$ cat src/hw/rtl/mfd_pkg.sv
// package for the frame deframer: phase type and frame constants
// no dependencies

package mfd_pkg;

  typedef enum logic [1:0] {
    PH_HUNT,
    PH_HEADER,
    PH_PAYLOAD,
    PH_TRAILER
  } phase_e;

  localparam logic [7:0] MarkV1     = 8'hFE;
  localparam logic [7:0] MarkV2     = 8'hFD;
  localparam int         SignedBit  = 0;
  localparam logic [7:0] HdrLenV1   = 8'd6;
  localparam logic [7:0] HdrLenV2   = 8'd10;
  localparam logic [7:0] CrcLen     = 8'd2;
  localparam logic [7:0] SigLen     = 8'd13;

  // header byte positions, marker at 0
  localparam logic [7:0] PosLen     = 8'd1;
  localparam logic [7:0] PosFlags   = 8'd2;
  localparam logic [7:0] PosSysV1   = 8'd3;
  localparam logic [7:0] PosCompV1  = 8'd4;
  localparam logic [7:0] PosMsgV1   = 8'd5;
  localparam logic [7:0] PosSysV2   = 8'd5;
  localparam logic [7:0] PosCompV2  = 8'd6;
  localparam logic [7:0] PosMsg0V2  = 8'd7;
  localparam logic [7:0] PosMsg1V2  = 8'd8;
  localparam logic [7:0] PosMsg2V2  = 8'd9;

endpackage

$ cat src/hw/rtl/mavlink_frame_deframer.sv
// frame deframer top level: byte stream in, payload bytes and frame ends out
// depends on mfd_pkg
//
//   side   | handshake                 | payload
//   in     | in_valid_i / in_stall_o   | rx_byte_i
//   out    | out_valid_o / out_stall_i | out_frame_end_o .. out_is_signed_o
//
// one byte per cycle while in_stall_o is low; the result appears in the cycle after its byte is taken
// the phase registers update in the cycle a byte is taken
// a single result register holds the result; input stalls only while it is
// full and stalled
// reset returns to hunting with all header fields cleared

module mavlink_frame_deframer
  import mfd_pkg::*;
(
  input  logic        clk_i,
  input  logic        rst_ni,
  input  logic        in_valid_i,
  output logic        in_stall_o,
  input  logic [7:0]  rx_byte_i,
  output logic        out_valid_o,
  input  logic        out_stall_i,
  output logic        out_frame_end_o,
  output logic [7:0]  out_data_byte_o,
  output logic [7:0]  out_byte_index_o,
  output logic [23:0] out_message_id_o,
  output logic [7:0]  out_system_id_o,
  output logic [7:0]  out_component_id_o,
  output logic        out_is_v2_o,
  output logic [7:0]  out_payload_length_o,
  output logic        out_is_signed_o
);

  phase_e      phase_q, phase_d;
  logic        v2_q, v2_d;
  logic [7:0]  pos_q, pos_d;
  logic [7:0]  len_q, len_d;
  logic        sgn_q, sgn_d;
  logic [7:0]  sys_q, sys_d;
  logic [7:0]  comp_q, comp_d;
  logic [23:0] msg_q, msg_d;

  logic        in_acc;
  logic        res_vld;
  logic        res_end;
  logic [7:0]  pos_inc;
  logic [7:0]  hdr_len;
  logic [7:0]  trl_len;

  logic        out_vld_q;
  logic        end_q;
  logic [7:0]  data_q;
  logic [7:0]  idx_q;
  logic [23:0] omsg_q;
  logic [7:0]  osys_q;
  logic [7:0]  ocomp_q;
  logic        ov2_q;
  logic [7:0]  olen_q;
  logic        osgn_q;

  assign in_stall_o = out_vld_q && out_stall_i;
  assign in_acc     = in_valid_i && !in_stall_o;
  assign pos_inc    = pos_q + 8'd1;
  assign hdr_len    = v2_q ? HdrLenV2 : HdrLenV1;
  assign trl_len    = sgn_q ? (CrcLen + SigLen) : CrcLen;

  always_comb begin
    phase_d = phase_q;
    v2_d    = v2_q;
    pos_d   = pos_q;
    len_d   = len_q;
    sgn_d   = sgn_q;
    sys_d   = sys_q;
    comp_d  = comp_q;
    msg_d   = msg_q;
    res_vld = 1'b0;
    res_end = 1'b0;
    unique case (phase_q)
      PH_HEADER: begin
        if (v2_q) begin
          if (pos_q == PosLen)         len_d       = rx_byte_i;
          else if (pos_q == PosFlags)  sgn_d       = rx_byte_i[SignedBit];
          else if (pos_q == PosSysV2)  sys_d       = rx_byte_i;
          else if (pos_q == PosCompV2) comp_d      = rx_byte_i;
          else if (pos_q == PosMsg0V2) msg_d[7:0]  = rx_byte_i;
          else if (pos_q == PosMsg1V2) msg_d[15:8] = rx_byte_i;
          else if (pos_q == PosMsg2V2) msg_d[23:16] = rx_byte_i;
        end else begin
          if (pos_q == PosLen)         len_d  = rx_byte_i;
          else if (pos_q == PosSysV1)  sys_d  = rx_byte_i;
          else if (pos_q == PosCompV1) comp_d = rx_byte_i;
          else if (pos_q == PosMsgV1)  msg_d  = {16'd0, rx_byte_i};
        end
        pos_d = pos_inc;
        if (pos_inc >= hdr_len) begin
          pos_d   = 8'd0;
          phase_d = (len_d != 8'd0) ? PH_PAYLOAD : PH_TRAILER;
        end
      end
      PH_PAYLOAD: begin
        res_vld = 1'b1;
        pos_d   = pos_inc;
        if (pos_inc >= len_q) begin
          pos_d   = 8'd0;
          phase_d = PH_TRAILER;
        end
      end
      PH_TRAILER: begin
        pos_d = pos_inc;
        if (pos_inc >= trl_len) begin
          pos_d   = 8'd0;
          phase_d = PH_HUNT;
          res_vld = 1'b1;
          res_end = 1'b1;
        end
      end
      PH_HUNT: begin
        if (rx_byte_i == MarkV1 || rx_byte_i == MarkV2) begin
          v2_d    = (rx_byte_i == MarkV2);
          len_d   = 8'd0;
          sgn_d   = 1'b0;
          sys_d   = 8'd0;
          comp_d  = 8'd0;
          msg_d   = 24'd0;
          pos_d   = 8'd1;
          phase_d = PH_HEADER;
        end else begin
          pos_d = 8'd0;
        end
      end
      default: begin
        phase_d = PH_HUNT;
      end
    endcase
  end

  always_ff @(posedge clk_i or negedge rst_ni) begin
    if (!rst_ni) begin
      phase_q <= PH_HUNT;
      v2_q    <= 1'b0;
      pos_q   <= 8'd0;
      len_q   <= 8'd0;
      sgn_q   <= 1'b0;
      sys_q   <= 8'd0;
      comp_q  <= 8'd0;
      msg_q   <= 24'd0;
    end else if (in_acc) begin
      phase_q <= phase_d;
      v2_q    <= v2_d;
      pos_q   <= pos_d;
      len_q   <= len_d;
      sgn_q   <= sgn_d;
      sys_q   <= sys_d;
      comp_q  <= comp_d;
      msg_q   <= msg_d;
    end
  end

  // result register
  always_ff @(posedge clk_i or negedge rst_ni) begin
    if (!rst_ni) begin
      out_vld_q <= 1'b0;
    end else if (in_acc && res_vld) begin
      out_vld_q <= 1'b1;
    end else if (!out_stall_i) begin
      out_vld_q <= 1'b0;
    end
  end

  always_ff @(posedge clk_i) begin
    if (in_acc && res_vld) begin
      end_q   <= res_end;
      data_q  <= res_end ? 8'd0 : rx_byte_i;
      idx_q   <= res_end ? 8'd0 : pos_q;
      omsg_q  <= msg_q;
      osys_q  <= sys_q;
      ocomp_q <= comp_q;
      ov2_q   <= v2_q;
      olen_q  <= len_q;
      osgn_q  <= sgn_q;
    end
  end

  assign out_valid_o          = out_vld_q;
  assign out_frame_end_o      = end_q;
  assign out_data_byte_o      = data_q;
  assign out_byte_index_o     = idx_q;
  assign out_message_id_o     = omsg_q;
  assign out_system_id_o      = osys_q;
  assign out_component_id_o   = ocomp_q;
  assign out_is_v2_o          = ov2_q;
  assign out_payload_length_o = olen_q;
  assign out_is_signed_o      = osgn_q;

  a_payload_len: assert property (@(posedge clk_i) disable iff (!rst_ni)
    phase_q == PH_PAYLOAD |-> len_q != 8'd0)
    else $error("payload phase with zero length");

  a_marker_header: assert property (@(posedge clk_i) disable iff (!rst_ni)
    in_acc && phase_q == PH_HUNT && (rx_byte_i == MarkV1 || rx_byte_i == MarkV2)
    |=> phase_q == PH_HEADER && pos_q == 8'd1)
    else $error("marker did not start header");

  a_end_hunt: assert property (@(posedge clk_i) disable iff (!rst_ni)
    in_acc && res_end |=> phase_q == PH_HUNT && out_vld_q)
    else $error("frame end without return to hunting");

  a_end_zero: assert property (@(posedge clk_i) disable iff (!rst_ni)
    out_vld_q && end_q |-> data_q == 8'd0 && idx_q == 8'd0)
    else $error("frame end carries data");

  a_signed_v2: assert property (@(posedge clk_i) disable iff (!rst_ni)
    out_vld_q && osgn_q |-> ov2_q)
    else $error("signed flag on v1 frame");

endmodule

$ cat config.mk
export PLATFORM = sky130hd
export DESIGN_NAME = mavlink_frame_deframer
export DESIGN_NICKNAME = d
export VERILOG_FILES = /design/src/hw/rtl/mfd_pkg.sv /design/src/hw/rtl/mavlink_frame_deframer.sv
export SDC_FILE = /design/constraint.sdc
export NUM_CORES = 1
export LEC_CHECK = 0
export ABC_CLOCK_PERIOD_IN_PS = 5900
export BUFFER_PORTS_ARGS = -buffer_cell sky130_fd_sc_hd__buf_2
export CAP_MARGIN = 15
export CORE_ASPECT_RATIO = 1.2
export CORE_MARGIN = 1
export CORE_UTILIZATION = 57
export DETAILED_ROUTE_END_ITERATION = 10
export HOLD_SLACK_MARGIN = 0.12
export MAX_ROUTING_LAYER = met4
export PLACE_DENSITY = 0.83
export SLEW_MARGIN = 20
export SYNTH_ARGS = -nofsm -noshare
export SYNTH_HDL_FRONTEND = slang
export SYNTH_SLANG_ARGS = --single-unit
$ cat constraint.sdc
create_clock -name clk_i -period 5.9 [get_ports clk_i]
set_input_delay 0.295 -clock clk_i [delete_from_list [all_inputs] [get_ports clk_i]]
set_output_delay 0.295 -clock clk_i [all_outputs]
set_load 0.03 [all_outputs]
==> run metrics, run 1 <==
Final Util 70.3%; final cell count without fillers 642; most used cell, CP ha_1; CP Cell Sequence ha_1 -> xor2_1 -> ha_1 -> a31o_2 -> a211o_1 -> o21ai_0 -> inv_1 -> nor2_1 -> nor2_4 -> buf_4; Port Buf Inserts 80; Max Slew Vio Count 0; Worst Path Buf+Inv 2; count leader, synth edfxtp_1; prevailing post-synth register cell edfxtp_1; critical-path cell with the highest stage delay nor2_4; CTS Root Cell clkbuf_16; LEAKAGE 0.00295 µW; post_cts resized 0; post-synthesis cell type count 54; top post-synthesis cells by area edfxtp_1 (36%), dfrtp_1 (27%), mux2_2 (6.3%); Die Height 110 µm; core area 0.00952 mm²; Combinational Power Share 32.8%; result of the run complete, no violations; hold slack 0.153 ns; DP Wirelength 8280 µm; crit share post-route 60.7%; placement row count 39; first-pass GRT wire length 18800 µm; Placed Instances 609; GRT overflow 0; CTS Sinks 128; Clock Skew 0.00607 ns; Synth warnings 0; crit path time final 3.58 ns; proportion of layout cells with a drive suffix above 1 30.4%; total CTS buffers 17; power per cell area 548 mW/mm²; DIE WIDTH 92.3 µm; synth cell count leaders edfxtp_1 (67), dfrtp_1 (61), mux2_2 (31), nor2_1 (26), inv_1 (22); post-synth top area cell edfxtp_1; Slew @ Worst Pin 0.776 ns; Max stage delay on crit path 0.57 ns; reg2reg setup slack 2.32 ns; normalized max-slew margin 48.3%; Worst setup SP type flip-flop; CTS tree yes; number of max-cap violations 0; Synth top area share 36.1%; WS Path Type flip-flop to flip-flop; clock network power share 28.4%; Final Setup Violations 0; crit-path leading delay family buffers and inverters; Switching Fraction 37.2%; htree depth 4; antenna violations before repair 0; CTS Hold Bufs 1; initial drt markers 231; Via density 5.76; vias in the first global route 3758; CP arrival 3.64 ns; Seq/Total Area, Yosys 63.5%; RSZ-0062 raised after global routing false; # IOs 81; Initial Util 58.6%; worst IR drop on VDD 0.000249 V; Setup TNS Final 0 ns; Max Fclk 279 MHz; Routed Antenna Nets 0; # diodes 0; postcts setup bufs 0; worst path required time 5.96 ns; Seq pwr share 38.8%; # DRC 0; GPL Wtd Cong 0.871; kind of end point of the critical path flip-flop; Final Hold Viols 0; maximum root-to-sink buffer count 2; Post-synth EDFFs 67; First-pass DRT Iterations 6; Syn Inst Count 419; hold crit path type primary input to flip-flop; Clk Latency, worst-skew pair 0.42 ns; Vias 3699; switching power 1360 µW; number of synthesized register bits 128; Async SR Flop Fraction 47.7%; die area 0.0102 mm²; layout net count 538; Detailed Route WL 11900 µm; largest net degree at the start of global routing 62; wire per inst 18.6 µm; Synthesized Nets 451; mapped cell area 0.00558 mm²; GRT Overall Usage 26.0%; Pwr Total 3660 µW; Int Power 2300 µW; Synth-to-Final Area Change 19.9%; Max FO, Critical Path 44; CTS clk-pin slew, worst paths 0.06 ns; Avg Cell Area, Syn 13.3 µm²
[layer usage]
layer	up-vias	GRT usage (%)	part of all wire, %	wire length (µm)
met5	-	-	0	0
met2	159	44.6	51	6140
met1	1791	28.5	40	4730
li1	1714	-	-	-
met3	35	6.52	5.1	608
met4	0	12.7	3.7	446
[cells by family after synthesis]
logic type	share of synthesized area [%]
XOR/XNOR	1.26
adder cells (fa/ha/maj)	4.49
AO/OA/AOI/OAI	9.54
flip-flops	63.5
buffers and inverters	2.92
AND/OR/NAND/NOR	10.8
multiplexers	7.58
[power by group through the flow]
stage	registers, µW	clock network [µW]	logic (µW)
after floorplan	1640	0	649
after global placement	1420	0	1150
after detailed placement	1440	0	1190
after CTS	1420	1050	1200
after global routing	1450	1080	1310
final	1420	1040	1200
[metrics by stage]
step | setup WS, ns | instance area [µm²]
6_report | 2.32 | 6690
2_1_floorplan | 0.747 | 5580
5_1_grt | 2.03 | 6690
3_5_place_dp | 2.31 | 6080
4_1_cts | 2.30 | 6690
3_3_place_gp | 2.43 | 6080
[final cells by class]
type                       instances  area (µm²)
multi-input combinational        252        1880
fill                             668        2830
inverter                          23        86.3
sequential                       128        3540
clock inverter                    14         155
tap                              123         154
clock buffer                      18         439
timing repair buffer              84         433
[worst paths after layout]
check,cells after the start,endpoint,from
worst max-delay path,10,out_data_byte_o[4],pos_q[0]
worst min-delay path,3,out_valid_o,in_valid_i
worst max register to register,10,out_data_byte_o[4],pos_q[0]
worst min register to register,0,out_message_id_o[18],msg_q[18]
max in group asynchronous,3,len_q[3],rst_ni
min in group asynchronous,3,pos_q[6],rst_ni
[worst register-to-register path, stage by stage, from the launching register on]
cell and delay [ns]:
dfrtp_1 0.46, ha_1 0.34, xor2_1 0.24, ha_1 0.32
a31o_2 0.16, a211o_1 0.12, o21ai_0 0.12, inv_1 0.19
nor2_1 0.10, nor2_4 0.57, buf_4 0.58
[placed cells by master (no fill, tap or decap), types with 4 or more instances in the layout]
master     netlist  routed
o21ai_0         19      19
o2bb2ai_1        4       4
nand2_2          4       4
clkbuf_16        0      17
dfrtp_1         61      61
nand2b_1         6       6
mux2i_1          4       4
and2_1          17      17
nor2b_1          9       9
xnor2_1          4       4
a21oi_1          7       7
a32o_1           6       6
nor4_1           5       5
buf_2            7      80
clkinv_4         0       5
edfxtp_1        67      67
inv_1           22      22
ha_1            20      20
nand3_1         10      10
xor2_1           4       4
nand2_1         21      21
nor3_1           4       4
a22oi_1          7       7
and3_1           4       4
nor2_1          26      25
mux2_2          31      31
[registers in the layout, indices dropped and copies added (netlist names), 2 cells and up]
register,flops
out_payload_length_o,8
out_byte_index_o,8
len_q,8
msg_q,24
comp_q,8
phase_q,2
out_message_id_o,24
out_data_byte_o,8
pos_q,8
out_system_id_o,8
out_component_id_o,8
sys_q,8
No activity file was read; power rests on OpenSTA's default activity.
==> run 2: changes to the inputs <==
--- a/config.mk
+++ b/config.mk
@@ -5,7 +5,7 @@
 export SDC_FILE = /design/constraint.sdc
 export NUM_CORES = 1
 export LEC_CHECK = 0
-export ABC_CLOCK_PERIOD_IN_PS = 5900
+export ABC_CLOCK_PERIOD_IN_PS = 3550
 export BUFFER_PORTS_ARGS = -buffer_cell sky130_fd_sc_hd__buf_2
 export CAP_MARGIN = 15
 export CORE_ASPECT_RATIO = 1.2
==> constraint.sdc (replaced) <==
create_clock -name clk_i -period 3.55 [get_ports clk_i]
set_input_delay 0.1775 -clock clk_i [delete_from_list [all_inputs] [get_ports clk_i]]
set_output_delay 0.1775 -clock clk_i [all_outputs]
set_load 0.03 [all_outputs]
==> run 2 against run 1 <==
  * Clock skew barely moved
  * Combinational power rose by 71%
  * Worst setup slack got worse by 2.0 ns
  * Via count rose by 2.4%
  * Sequential cell count did not move
  * Register-to-register slack got worse by 2.0 ns
  * Final cell count rose by 1.1%
  * Clock power rose by 63%
  * Hold slack got worse by 0.017 ns
  * First-iteration DRC count rose by 74%
  * Utilization rose by 0.57 points
  * Die area did not move
  * Critical path type unchanged
==> run metrics, run 2 (synthesized netlist as in run 1, its figures left out) <==
crit path time final 3.25 ns (was 3.58 ns); Met2 Wirelength 6230 µm (was 6140 µm); Clk Latency, worst-skew pair 0.41 ns (was 0.42 ns); multi-input logic area 0.00188 mm² (unchanged); # diodes 0 (unchanged); Max stage delay on crit path 0.62 ns (was 0.57 ns); largest net degree at the start of global routing 41 (was 62); normalized max-slew margin 48.1% (was 48.3%); Final Util 70.9% (was 70.3%); maximum root-to-sink buffer count 2 (unchanged); Worst setup SP type flip-flop (unchanged); CTS tree yes (unchanged); most frequent cells in the layout buf_2 (80), edfxtp_1 (67), dfrtp_1 (61) (unchanged); Vias 3788 (was 3699); hold crit path type primary input to flip-flop (unchanged); Detailed Route WL 12200 µm (was 11900 µm); core area 0.00952 mm² (unchanged); Pwr Total 6100 µW (was 3660 µW); Clock Skew 0.00596 ns (was 0.00607 ns); Int Power 3850 µW (was 2300 µW); CTS Sinks 128 (unchanged); final cell count without fillers 649 (was 642); wire per inst 18.9 µm (was 18.6 µm); Max FO, Critical Path 13 (was 44); Die Height 110 µm (unchanged); placement row count 39 (unchanged); Final Hold Viols 0 (unchanged); result of the run complete, no violations (unchanged); DIE WIDTH 92.3 µm (unchanged); crit share post-route 91.5% (was 60.7%); DP Wirelength 8220 µm (was 8280 µm); die area 0.0102 mm² (unchanged); antenna violations before repair 0 (unchanged); M1 WL 4780 µm (was 4730 µm); GPL Wtd Cong 0.876 (was 0.871); # DRC 0 (unchanged); CTS Root Cell clkbuf_16 (unchanged); Worst Path Buf+Inv 0 (was 2); Max Slew Vio Count 0 (unchanged); CP arrival 3.56 ns (was 3.64 ns); Max Fclk 308 MHz (was 279 MHz); worst path required time 3.86 ns (was 5.96 ns); Routed Antenna Nets 0 (unchanged); vias in the first global route 3828 (was 3758); Met3 Wirelength 608 µm (unchanged); htree depth 4 (unchanged); commonest non-fill, non-tap cell in the layout buf_2 (unchanged); Setup TNS Final 0 ns (unchanged); max layer used met4 (unchanged); Slew @ Worst Pin 0.779 ns (was 0.776 ns); Final Setup Violations 0 (unchanged); # IOs 81 (unchanged); CTS clk-pin slew, worst paths 0.05 ns (was 0.06 ns); Placed Instances 614 (was 609); switching power 2250 µW (was 1360 µW); proportion of layout cells with a drive suffix above 1 30.8% (was 30.4%); first-pass GRT wire length 19100 µm (was 18800 µm); CP Cell Sequence and3_1 -> and3_1 -> xor2_1 -> ha_1 -> a21oi_1 -> nand2_1 -> a41oi_1 -> o21ai_0 -> a311o_1 -> o211a_1 -> a211oi_1 (was ha_1 -> xor2_1 -> ha_1 -> a31o_2 -> a211o_1 -> o21ai_0 -> inv_1 -> nor2_1 -> nor2_4 -> buf_4); total CTS buffers 17 (unchanged); GRT Overall Usage 26.6% (was 26.0%); Initial Util 58.6% (unchanged); WS Path Type flip-flop to flip-flop (unchanged); Synth-to-Final Area Change 20.9% (was 19.9%); post_cts resized 0 (unchanged); critical-path cell with the highest stage delay dfrtp_1 (was nor2_4); layout net count 545 (was 538); worst IR drop on VDD 0.000452 V (was 0.000249 V); initial drt markers 401 (was 231); kind of end point of the critical path flip-flop (unchanged); RSZ-0062 raised after global routing false (unchanged); Reg area 0.00354 mm² (unchanged); most used cell, CP and3_1 (was ha_1); First-pass DRT Iterations 5 (was 6); Port Buf Inserts 80 (unchanged); crit-path leading delay family compound AO/OA/AOI/OAI gates (was buffers and inverters); Switching Fraction 36.9% (was 37.2%); GRT overflow 0 (unchanged); clock network power share 27.7% (was 28.4%); Combinational Power Share 33.6% (was 32.8%); Seq pwr share 38.8% (about the same); Via density 5.84 (was 5.76); number of max-cap violations 0 (unchanged); power per cell area 905 mW/mm² (was 548 mW/mm²); LEAKAGE 0.00298 µW (was 0.00295 µW); FILL cells 633 (was 668)
==> run 2: area by class of cell <==
class | count | share of cell area, %
Clock inverter | 13 | 2.00
Multi-Input combinational cell | 252 | 27.9
Inverter | 23 | 1.28
Clock buffer | 19 | 6.57
Timing Repair Buffer | 91 | 7.46
Tap cell | 123 | 2.28
Sequential cell | 128 | 52.5
==> run 2: per-stage QoR <==
step,hold WS (ns),setup WS [ns],instance area [µm²]
5_1_grt,0.130,0.140,6740
3_5_place_dp,0.289,0.346,6130
4_1_cts,0.124,0.319,6740
2_1_floorplan,-0.118,0.279,5580
6_report,0.136,0.302,6740
3_3_place_gp,0.277,0.519,6130
==> run 2: final timing paths <==
path                              startpoint              endpoint  slack [ns]  cells past startpoint
worst max-delay path                pos_q[3]              pos_q[1]        0.30                     11
worst min-delay path            rx_byte_i[0]                  v2_q        0.14                      3
worst max register to register      pos_q[3]              pos_q[1]        0.30                     11
worst min register to register     msg_q[23]  out_message_id_o[23]        0.44                      0
max in group asynchronous             rst_ni              msg_q[4]        2.28                      3
min in group asynchronous             rst_ni           out_valid_o        0.38                      2
==> run 2: what timing repair did <==
item                      4_1_cts  5_1_grt
setup buffers                   0        0
hold buffers                    3        0
hold endpoints to repair       32        0
==> run 2: worst reg2reg max path, cell delays in order, from the launching register on <==
cell,delay (ns)
dfrtp_1,0.62
and3_1,0.25
and3_1,0.34
xor2_1,0.22
ha_1,0.29
a21oi_1,0.16
nand2_1,0.07
a41oi_1,0.20
o21ai_0,0.15
a311o_1,0.41
o211a_1,0.21
a211oi_1,0.23
==> run 2: metal layers <==
layer,track usage (%),vias up
met5,-,-
met4,14.7,0
met3,6.31,45
met2,45.1,171
met1,29.1,1845
li1,-,1727
==> run 2: power groups by stage <==
stage | combinational, µW | sequential (µW) | clock (µW)
6_report | 2050 | 2370 | 1690
5_1_grt | 2220 | 2410 | 1760
4_1_cts | 2050 | 2370 | 1690
3_5_place_dp | 2020 | 2380 | 0
3_3_place_gp | 1960 | 2360 | 0
2_1_floorplan | 1090 | 2700 | 0
